<file path="src/lpr_pkg.sv">
// ---------------------------------------------------------------------------
// lpr_pkg
// Shared types, widths and codes of the line pixel rasterizer.
// ---------------------------------------------------------------------------
package lpr_pkg;

    localparam int COORD_BITS = 11;
    localparam int ADDR_BITS  = 22;

    // signed working width of the current point
    localparam int SCOORD_BITS = COORD_BITS + 1;
    // width that holds panel_width*py+px and the largest valid address plus one
    localparam int PROD_BITS   = 2 * COORD_BITS + 1;
    localparam int ACC_BITS    = (PROD_BITS > ADDR_BITS) ? PROD_BITS : ADDR_BITS + 1;

    localparam logic [ACC_BITS-1:0] ADDR_MAX = ACC_BITS'((64'd1 << ADDR_BITS) - 64'd1);

    localparam int PADDR_BITS = 4;
    localparam int PDATA_BITS = 32;

    localparam logic [1:0] REG_ORIENTATION  = 2'd0;
    localparam logic [1:0] REG_PANEL_WIDTH  = 2'd1;
    localparam logic [1:0] REG_PANEL_HEIGHT = 2'd2;

    localparam logic                  ORIENT_RESET = 1'b1;
    localparam logic [COORD_BITS-1:0] WIDTH_RESET  = COORD_BITS'(800);
    localparam logic [COORD_BITS-1:0] HEIGHT_RESET = COORD_BITS'(480);

    localparam logic ORIENT_PORTRAIT = 1'b0;

    localparam logic CMD_START = 1'b0;
    localparam logic CMD_STEP  = 1'b1;

    typedef enum logic [1:0] {
        DIR_NONE  = 2'd0,
        DIR_PLUS  = 2'd1,
        DIR_MINUS = 2'd3
    } dir_t;

    // request as held in the input register
    typedef struct packed {
        logic                  cmd;
        logic [COORD_BITS-1:0] x_start;
        logic [COORD_BITS-1:0] y_start;
        logic [COORD_BITS-1:0] x_end;
        logic [COORD_BITS-1:0] y_end;
        logic [15:0]           color;
    } req_t;

    // mapped pixel between the stepping stage and the address stage
    typedef struct packed {
        logic [COORD_BITS-1:0] px;
        logic [COORD_BITS-1:0] py;
        logic                  off;
        logic                  last;
        logic [15:0]           color;
    } map_t;

    function automatic logic [SCOORD_BITS-1:0] advance(input logic [SCOORD_BITS-1:0] c,
                                                       input dir_t dir);
        logic [SCOORD_BITS-1:0] r;
        case (dir)
            DIR_PLUS:  r = c + SCOORD_BITS'(1);
            DIR_MINUS: r = c - SCOORD_BITS'(1);
            default:   r = c;
        endcase
        return r;
    endfunction

endpackage

</file>
<file path="src/line_pixel_rasterizer_unit.sv">
// ---------------------------------------------------------------------------
// line_pixel_rasterizer_unit
// Error-accumulator line rasterizer: a start request loads a line; while it is
// loaded, each step yields one framebuffer pixel write with its mapped address.
// ---------------------------------------------------------------------------
//  channel   dir  handshake            payload
//  req       in   req_valid/req_stall  cmd, x_start, y_start, x_end, y_end, line_color
//  pix       out  pix_valid/pix_stall  pixel_addr, pixel_color, off_panel, last_pixel
//  apb       in   psel/penable/pready  paddr, pwrite, pwdata, prdata
//
//  One request per cycle sustained unless req_stall is raised; a step passes
//  the input register, stepping/mapping register and address register.
//  The address stage holds the single panel_width*py multiply.
//  Empty pipeline stages close up under pix_stall; req_stall rises only when
//  all three stages hold work and the output is stalled.
//  Reset clears the line state and loads landscape, 800 x 480.
// ---------------------------------------------------------------------------
module line_pixel_rasterizer_unit
    import lpr_pkg::*;
(
    input  logic                  clk,
    input  logic                  rst_n,

    input  logic                  req_valid,
    output logic                  req_stall,
    input  logic                  cmd,
    input  logic [COORD_BITS-1:0] x_start,
    input  logic [COORD_BITS-1:0] y_start,
    input  logic [COORD_BITS-1:0] x_end,
    input  logic [COORD_BITS-1:0] y_end,
    input  logic [15:0]           line_color,

    output logic                  pix_valid,
    input  logic                  pix_stall,
    output logic [ADDR_BITS-1:0]  pixel_addr,
    output logic [15:0]           pixel_color,
    output logic                  off_panel,
    output logic                  last_pixel,

    input  logic                  psel,
    input  logic                  penable,
    input  logic                  pwrite,
    input  logic [PADDR_BITS-1:0] paddr,
    input  logic [PDATA_BITS-1:0] pwdata,
    output logic [PDATA_BITS-1:0] prdata,
    output logic                  pready
);

    // configuration
    logic                  orientation_reg;
    logic [COORD_BITS-1:0] panel_width_reg;
    logic [COORD_BITS-1:0] panel_height_reg;
    logic                  cfg_write;
    logic [1:0]            cfg_index;

    // line state
    logic [SCOORD_BITS-1:0] cur_x_reg, cur_x_next;
    logic [SCOORD_BITS-1:0] cur_y_reg, cur_y_next;
    logic [SCOORD_BITS-1:0] err_x_reg, err_x_next;
    logic [SCOORD_BITS-1:0] err_y_reg, err_y_next;
    logic [COORD_BITS-1:0]  abs_dx_reg, abs_dx_next;
    logic [COORD_BITS-1:0]  abs_dy_reg, abs_dy_next;
    logic [COORD_BITS-1:0]  major_len_reg, major_len_next;
    dir_t                   dir_x_reg, dir_x_next;
    dir_t                   dir_y_reg, dir_y_next;
    logic [SCOORD_BITS-1:0] pixels_left_reg, pixels_left_next;
    logic                   busy_reg, busy_next;
    logic [15:0]            held_color_reg, held_color_next;

    // pipeline
    logic  s1_valid_reg, s1_valid_next;
    req_t  s1_reg;
    logic  s2_valid_reg, s2_valid_next;
    map_t  s2_reg, s2_next;
    logic  pix_valid_reg, pix_valid_next;
    logic [ADDR_BITS-1:0] pixel_addr_reg, pixel_addr_next;
    logic [15:0]          pixel_color_reg;
    logic                 off_panel_reg, off_panel_next;
    logic                 last_pixel_reg;

    logic req_accept;
    logic s1_emit, s1_fire, s1_ready;
    logic s2_fire, s2_ready, s3_ready;

    // stepping and mapping
    logic [SCOORD_BITS:0]   err_sum_x, err_sum_y, err_red_x, err_red_y;
    logic                   step_x, step_y;
    logic [SCOORD_BITS:0]   x_wide, y_wide, px_w, py_w;
    logic [SCOORD_BITS:0]   pw_wide, ph_wide;
    logic                   map_off, last_w;
    logic [COORD_BITS-1:0]  st_dx, st_dy, st_major;

    // address
    logic [ACC_BITS-1:0]    addr_full;

    // ---------------- configuration port ----------------
    assign pready    = 1'b1;
    assign cfg_write = psel && penable && pwrite && pready;
    assign cfg_index = paddr[3:2];

    always_ff @(posedge clk or negedge rst_n)
    begin
        if (!rst_n)
        begin
            orientation_reg  <= ORIENT_RESET;
            panel_width_reg  <= WIDTH_RESET;
            panel_height_reg <= HEIGHT_RESET;
        end
        else if (cfg_write)
        begin
            case (cfg_index)
                REG_ORIENTATION:  orientation_reg  <= pwdata[0];
                REG_PANEL_WIDTH:  panel_width_reg  <= pwdata[COORD_BITS-1:0];
                REG_PANEL_HEIGHT: panel_height_reg <= pwdata[COORD_BITS-1:0];
                default: ;
            endcase
        end
    end

    always_comb
    begin
        case (cfg_index)
            REG_ORIENTATION:  prdata = PDATA_BITS'(orientation_reg);
            REG_PANEL_WIDTH:  prdata = PDATA_BITS'(panel_width_reg);
            REG_PANEL_HEIGHT: prdata = PDATA_BITS'(panel_height_reg);
            default:          prdata = '0;
        endcase
    end

    // ---------------- handshake ----------------
    assign s3_ready   = !pix_valid_reg || !pix_stall;
    assign s2_fire    = s2_valid_reg && s3_ready;
    assign s2_ready   = !s2_valid_reg || s2_fire;
    assign s1_emit    = (s1_reg.cmd == CMD_STEP) && busy_reg;
    // starts and idle steps leave without needing room downstream
    assign s1_fire    = s1_valid_reg && (!s1_emit || s2_ready);
    assign s1_ready   = !s1_valid_reg || s1_fire;
    assign req_stall  = !s1_ready;
    assign req_accept = req_valid && !req_stall;

    assign s1_valid_next  = req_accept || (s1_valid_reg && !s1_fire);
    assign s2_valid_next  = (s1_fire && s1_emit) || (s2_valid_reg && !s2_fire);
    assign pix_valid_next = s2_fire || (pix_valid_reg && !s3_ready);

    // ---------------- stepping ----------------
    always_comb
    begin
        err_sum_x = {1'b0, err_x_reg} + (SCOORD_BITS+1)'(abs_dx_reg);
        err_sum_y = {1'b0, err_y_reg} + (SCOORD_BITS+1)'(abs_dy_reg);
        err_red_x = err_sum_x - (SCOORD_BITS+1)'(major_len_reg);
        err_red_y = err_sum_y - (SCOORD_BITS+1)'(major_len_reg);
        step_x    = err_sum_x > (SCOORD_BITS+1)'(major_len_reg);
        step_y    = err_sum_y > (SCOORD_BITS+1)'(major_len_reg);
        last_w    = pixels_left_reg <= SCOORD_BITS'(1);

        st_dx    = (s1_reg.x_end >= s1_reg.x_start) ? s1_reg.x_end - s1_reg.x_start
                                                    : s1_reg.x_start - s1_reg.x_end;
        st_dy    = (s1_reg.y_end >= s1_reg.y_start) ? s1_reg.y_end - s1_reg.y_start
                                                    : s1_reg.y_start - s1_reg.y_end;
        st_major = (st_dx > st_dy) ? st_dx : st_dy;

        cur_x_next       = cur_x_reg;
        cur_y_next       = cur_y_reg;
        err_x_next       = err_x_reg;
        err_y_next       = err_y_reg;
        abs_dx_next      = abs_dx_reg;
        abs_dy_next      = abs_dy_reg;
        major_len_next   = major_len_reg;
        dir_x_next       = dir_x_reg;
        dir_y_next       = dir_y_reg;
        pixels_left_next = pixels_left_reg;
        busy_next        = busy_reg;
        held_color_next  = held_color_reg;

        if (s1_fire)
        begin
            if (s1_reg.cmd == CMD_START)
            begin
                abs_dx_next      = st_dx;
                abs_dy_next      = st_dy;
                major_len_next   = st_major;
                dir_x_next       = (s1_reg.x_end > s1_reg.x_start) ? DIR_PLUS :
                                   (s1_reg.x_end < s1_reg.x_start) ? DIR_MINUS : DIR_NONE;
                dir_y_next       = (s1_reg.y_end > s1_reg.y_start) ? DIR_PLUS :
                                   (s1_reg.y_end < s1_reg.y_start) ? DIR_MINUS : DIR_NONE;
                cur_x_next       = SCOORD_BITS'(s1_reg.x_start);
                cur_y_next       = SCOORD_BITS'(s1_reg.y_start);
                err_x_next       = '0;
                err_y_next       = '0;
                pixels_left_next = SCOORD_BITS'(st_major) + SCOORD_BITS'(2);
                held_color_next  = s1_reg.color;
                busy_next        = 1'b1;
            end
            else if (busy_reg)
            begin
                err_x_next = step_x ? err_red_x[SCOORD_BITS-1:0] : err_sum_x[SCOORD_BITS-1:0];
                err_y_next = step_y ? err_red_y[SCOORD_BITS-1:0] : err_sum_y[SCOORD_BITS-1:0];
                if (step_x)
                    cur_x_next = advance(cur_x_reg, dir_x_reg);
                if (step_y)
                    cur_y_next = advance(cur_y_reg, dir_y_reg);
                if (last_w)
                begin
                    pixels_left_next = '0;
                    busy_next        = 1'b0;
                end
                else
                    pixels_left_next = pixels_left_reg - SCOORD_BITS'(1);
            end
        end
    end

    // ---------------- orientation mapping ----------------
    always_comb
    begin
        x_wide  = {cur_x_reg[SCOORD_BITS-1], cur_x_reg};
        y_wide  = {cur_y_reg[SCOORD_BITS-1], cur_y_reg};
        pw_wide = {2'b00, panel_width_reg};
        ph_wide = {2'b00, panel_height_reg};
        if (orientation_reg == ORIENT_PORTRAIT)
        begin
            px_w = y_wide;
            py_w = ph_wide - x_wide - (SCOORD_BITS+1)'(1);
        end
        else
        begin
            px_w = x_wide;
            py_w = y_wide;
        end
        map_off = px_w[SCOORD_BITS] || py_w[SCOORD_BITS]
               || ($signed(px_w) >= $signed(pw_wide))
               || ($signed(py_w) >= $signed(ph_wide));

        s2_next.px    = px_w[COORD_BITS-1:0];
        s2_next.py    = py_w[COORD_BITS-1:0];
        s2_next.off   = map_off;
        s2_next.last  = last_w;
        s2_next.color = held_color_reg;
    end

    // ---------------- address ----------------
    always_comb
    begin
        addr_full = ACC_BITS'(s2_reg.py) * ACC_BITS'(panel_width_reg)
                  + ACC_BITS'(s2_reg.px);
        off_panel_next  = s2_reg.off || (addr_full > ADDR_MAX);
        pixel_addr_next = off_panel_next ? '0 : addr_full[ADDR_BITS-1:0];
    end

    // ---------------- registers ----------------
    always_ff @(posedge clk or negedge rst_n)
    begin
        if (!rst_n)
        begin
            s1_valid_reg    <= 1'b0;
            s2_valid_reg    <= 1'b0;
            pix_valid_reg   <= 1'b0;
            cur_x_reg       <= '0;
            cur_y_reg       <= '0;
            err_x_reg       <= '0;
            err_y_reg       <= '0;
            abs_dx_reg      <= '0;
            abs_dy_reg      <= '0;
            major_len_reg   <= '0;
            dir_x_reg       <= DIR_NONE;
            dir_y_reg       <= DIR_NONE;
            pixels_left_reg <= '0;
            busy_reg        <= 1'b0;
            held_color_reg  <= '0;
        end
        else
        begin
            s1_valid_reg    <= s1_valid_next;
            s2_valid_reg    <= s2_valid_next;
            pix_valid_reg   <= pix_valid_next;
            cur_x_reg       <= cur_x_next;
            cur_y_reg       <= cur_y_next;
            err_x_reg       <= err_x_next;
            err_y_reg       <= err_y_next;
            abs_dx_reg      <= abs_dx_next;
            abs_dy_reg      <= abs_dy_next;
            major_len_reg   <= major_len_next;
            dir_x_reg       <= dir_x_next;
            dir_y_reg       <= dir_y_next;
            pixels_left_reg <= pixels_left_next;
            busy_reg        <= busy_next;
            held_color_reg  <= held_color_next;
        end
    end

    always_ff @(posedge clk)
    begin
        if (req_accept)
        begin
            s1_reg.cmd     <= cmd;
            s1_reg.x_start <= x_start;
            s1_reg.y_start <= y_start;
            s1_reg.x_end   <= x_end;
            s1_reg.y_end   <= y_end;
            s1_reg.color   <= line_color;
        end
        if (s1_fire && s1_emit)
            s2_reg <= s2_next;
        if (s2_fire)
        begin
            pixel_addr_reg  <= pixel_addr_next;
            pixel_color_reg <= s2_reg.color;
            off_panel_reg   <= off_panel_next;
            last_pixel_reg  <= s2_reg.last;
        end
    end

    assign pix_valid   = pix_valid_reg;
    assign pixel_addr  = pixel_addr_reg;
    assign pixel_color = pixel_color_reg;
    assign off_panel   = off_panel_reg;
    assign last_pixel  = last_pixel_reg;

    // ---------------- assertions ----------------
    a_last_ends_line: assert property (@(posedge clk) disable iff (!rst_n)
        (s1_fire && s1_emit && last_w) |=> !busy_reg)
        else $error("line still busy after its last pixel");

    a_idle_no_count: assert property (@(posedge clk) disable iff (!rst_n)
        !busy_reg |-> (pixels_left_reg == '0))
        else $error("pixel count left over while idle");

    a_err_bounded: assert property (@(posedge clk) disable iff (!rst_n)
        (err_x_reg <= SCOORD_BITS'(major_len_reg)) && (err_y_reg <= SCOORD_BITS'(major_len_reg)))
        else $error("error accumulator above major length");

    a_off_zero_addr: assert property (@(posedge clk) disable iff (!rst_n)
        (pix_valid && off_panel) |-> (pixel_addr == '0))
        else $error("off-panel pixel carries an address");

endmodule

</file>
<file path="config.mk">
export PLATFORM = sky130hd
export DESIGN_NAME = line_pixel_rasterizer_unit
export DESIGN_NICKNAME = d
export VERILOG_FILES = /design/src/lpr_pkg.sv /design/src/line_pixel_rasterizer_unit.sv
export SDC_FILE = /design/constraint.sdc
export NUM_CORES = 1
export LEC_CHECK = 0
export BUFFER_PORTS_ARGS = -buffer_cell sky130_fd_sc_hd__buf_2
export CAP_MARGIN = 20
export CORE_MARGIN = 1
export CORE_UTILIZATION = 53
export CTS_BUF_LIST = sky130_fd_sc_hd__clkbuf_2 sky130_fd_sc_hd__clkbuf_4 sky130_fd_sc_hd__clkbuf_8
export DETAILED_ROUTE_END_ITERATION = 8
export GPL_TIMING_DRIVEN = 0
export PLACE_DENSITY_LB_ADDON = 0.12
export SETUP_SLACK_MARGIN = 0.15
export SLEW_MARGIN = 5
export SYNTH_ARGS = -nofsm -noshare
export SYNTH_HDL_FRONTEND = slang
export SYNTH_SLANG_ARGS = --single-unit
</file>
<file path="constraint.sdc">
create_clock -name clk -period 6.2 [get_ports clk]
set_input_delay 1.86 -clock clk [delete_from_list [all_inputs] [get_ports clk]]
set_output_delay 1.86 -clock clk [all_outputs]
set_load 0.005 [all_outputs]
</file>
==> flow_summary.json <==
{
  "grt_max_degree": 74,
  "synth.area.top_cells": "edfxtp_1 20%, dfrtp_1 15%, ha_1 13%, fa_1 9.6%, nand2_1 5.2%",
  "ys.flop_type": "edfxtp_1",
  "initial_utilization_pct": 54.1,
  "grt_pass1_vias": 16700,
  "use_met3_pct": 4.99,
  "grt_overflow_total": 0,
  "first_pass_iters": 5,
  "ys.warnings.count": 0,
  "drive_above_1_share_pct": 14.9,
  "fin_crit_ns": 5.91,
  "clkSinkCount": 281,
  "holdBufCountCts": 0,
  "drt_iter0_drc": 1063,
  "buffer_ports.inserted": 133,
  "worst_pin_slew_ns": 0.930,
  "status": "finished clean",
  "met2_usage_pct": 45.6,
  "met1_usage_pct": 33.6,
  "clk_pin_slew_ns": 0.06,
  "clk_latency_ns": 0.64,
  "crit_type": "reg -> reg",
  "worstHoldPathType": "reg -> reg",
  "synthesis.area_um2": 21600,
  "vias": 16900,
  "htreeDepth": 2,
  "path_max_fanout": 9,
  "synth_top_area_share_pct": 19.6,
  "grt_antenna_before_repair": 0,
  "async_reset_ff_share_pct": 49.8,
  "drc": 0,
  "drt-total-wl_um": 55000,
  "clockRootBuffer": "clkbuf_8",
  "worstPathRequired_ns": 6.73,
  "ant_nets": 0,
  "areaGrowthSynthToFinish_pct": 13.5,
  "synth-edff-count": 141,
  "period_share_pct": 95.3,
  "rsz0062_at_grt": "true",
  "ios": 179,
  "clock_skew_ns": 0.0290,
  "via_per_inst": 5.57,
  "maxSlewViolCount": 0,
  "die_h_um": 204,
  "hold_violations": 0,
  "ys_seq_area_share_pct": 35.9,
  "wire_per_inst_um": 18.1,
  "cp_data_arrival_time_ns": 6.44,
  "fmax_ghz": 0.169,
  "ys_seq_elements": 281,
  "setup_viol": 0,
  "postLayoutCoreUtil_pct": 61.4,
  "die_area_um2": 41500,
  "gp_congestion": 0.944,
  "die_w_um": 204,
  "nets": 2893,
  "fill_cells": 3427,
  "drv_cap": 0,
  "clk_path_buf_depth": 3,
  "grt.busiest_layer": "met2",
  "synthCells": 2250,
  "worstSetupStartpointType": "register",
  "cts_tree": "done",
  "fp.coreArea_um2": 39900,
  "grt_pass1_wl_um": 87000,
  "track_usage_pct": 26.8,
  "slew_headroom_pct": 37.9,
  "rows": 73,
  "synth_cell_type_count": 88,
  "yosys.area.top_type": "edfxtp_1",
  "syn_area_per_cell_um2": 9.59,
  "largest_register_ffs": 61,
  "dp_hpwl_um": 44200,
  "cts_made_buffers": 50,
  "end_kind": "register",
  "diodes": 0
}
synthesized netlist by cell type (31+ instances only):
| cell | instances |
|---|---|
| dfrtp_1 | 132 |
| fa_1 | 103 |
| ha_1 | 216 |
| o21ai_0 | 158 |
| inv_1 | 268 |
| nor2_1 | 106 |
| nand3_1 | 33 |
| clkbuf_1 | 62 |
| xnor2_1 | 63 |
| nor3_1 | 33 |
| nand2_1 | 298 |
| mux2i_1 | 31 |
| edfxtp_1 | 141 |
| a21oi_1 | 113 |
| a21o_1 | 53 |
| and2_1 | 57 |
path summary, 6_finish.rpt:
| kind | from | end | slack, ns | cells after the start |
|---|---|---|---|---|
| setup / recovery | s1_reg[58] | pixels_left_reg[9] | 0.29 | 19 |
| hold / removal | s2_reg[13] | pixel_color[13] | 0.42 | 0 |
| setup reg to reg | s1_reg[58] | pixels_left_reg[9] | 0.29 | 19 |
| hold reg to reg | s2_reg[13] | pixel_color[13] | 0.42 | 0 |
| max in group asynchronous | rst_n | orientation_reg | 4.05 | 2 |
| min in group asynchronous | rst_n | err_y_reg[6] | 1.20 | 1 |
critical path, stage by stage (launching register included):
cell and delay, ns:
edfxtp_1 0.51, ha_1 0.49, nand4_2 0.20, nor4_4 0.46, nor3_4 0.08, nand3_4 0.16, mux2_4 0.32, xnor2_1 0.70
ha_1 0.37, nand4_1 0.11, a211oi_1 0.07, a211o_1 0.39, and2_1 0.18, buf_2 0.18, and4_1 0.25, nor3_4 0.28
o2111ai_1 0.23, nor4_2 0.43, xnor2_1 0.13, a22o_1 0.25
layer usage:
layer  up-vias  wire length, µm  part of all wire, %
met2       494            26800                   49
met3       121             3170                  5.8
met5         -                0                    0
met1      8163            23000                   42
met4         0             2090                  3.8
li1       8136                -                    -
layout make-up:
class,count,area (µm²),share of cell area (%)
Sequential cell,281,7750,31.6
Timing Repair Buffer,150,842,3.44
Clock inverter,27,307,1.25
Multi-Input combinational cell,1616,12500,50.9
Buffer,102,592,2.41
Tap cell,525,657,2.68
Clock buffer,67,866,3.53
Inverter,269,1010,4.13
cells by family (layout without fill, tap and decap cells):
logic type	count (synthesis)	in the layout	synth area share [%]
compound gates	489	489	14.4
xor+xnor	92	92	3.73
fa+ha+maj	319	319	22.1
buf+inv	373	615	7.15
flops	281	281	35.9
mux	49	49	2.41
other cells	2	22	0.0348
simple gates	645	645	14.3
layout by cell type, fill, tap and decap left out, types with 9 or more instances in the layout:
cell,netlist,layout
nor3_1,33,31
a21oi_1,113,111
a21boi_0,11,10
nor2b_1,23,22
nor2_1,106,106
o21bai_1,9,9
nand2_1,298,298
clkbuf_1,62,40
inv_1,268,268
nand3_1,33,33
buf_4,29,44
clkinv_2,0,10
dfrtp_1,132,131
o211ai_1,10,10
o21ai_0,158,156
buf_2,4,140
mux2i_1,31,31
and2_1,57,57
a211oi_1,16,15
ha_1,216,216
a31oi_1,12,12
conb_1,2,22
xor2_1,29,28
o31ai_1,11,10
o311ai_0,10,10
nand4_1,15,15
mux2_2,16,16
fa_1,103,103
o21a_1,11,11
edfxtp_1,141,141
a21o_1,53,53
clkbuf_8,0,58
nand2b_1,26,25
a22o_1,12,12
xnor2_1,63,62
clkbuf_4,0,15
per-stage QoR:
| step | hold WS (ns) | setup slack (ns) | setup TNS, ns | instance area, µm² | std cells |
|---|---|---|---|---|---|
| 2_1_floorplan | 0.400 | 0.555 | 0 | 21700 | 2270 |
| 3_3_place_gp | 0.402 | -1.04 | -93.83 | 23000 | 2928 |
| 3_5_place_dp | 0.405 | -0.875 | -16.71 | 23100 | 2932 |
| 4_1_cts | 0.418 | 0.174 | 0 | 24300 | 3024 |
| 5_1_grt | 0.423 | 0.0215 | 0 | 24500 | 3037 |
| 6_report | 0.418 | 0.291 | 0 | 24500 | 3037 |
repair_timing:
item | in CTS | in global routing
setup endpoints to repair | 23 | 27
pin swaps | 1 | 7
gates cloned | 0 | 0
resized for setup | 24 | 53
setup buffers | 0 | 13
Power is left out: the tool's default activity adds up to more than one toggle a clock period on the data nets, which glitch-free logic cannot reach.
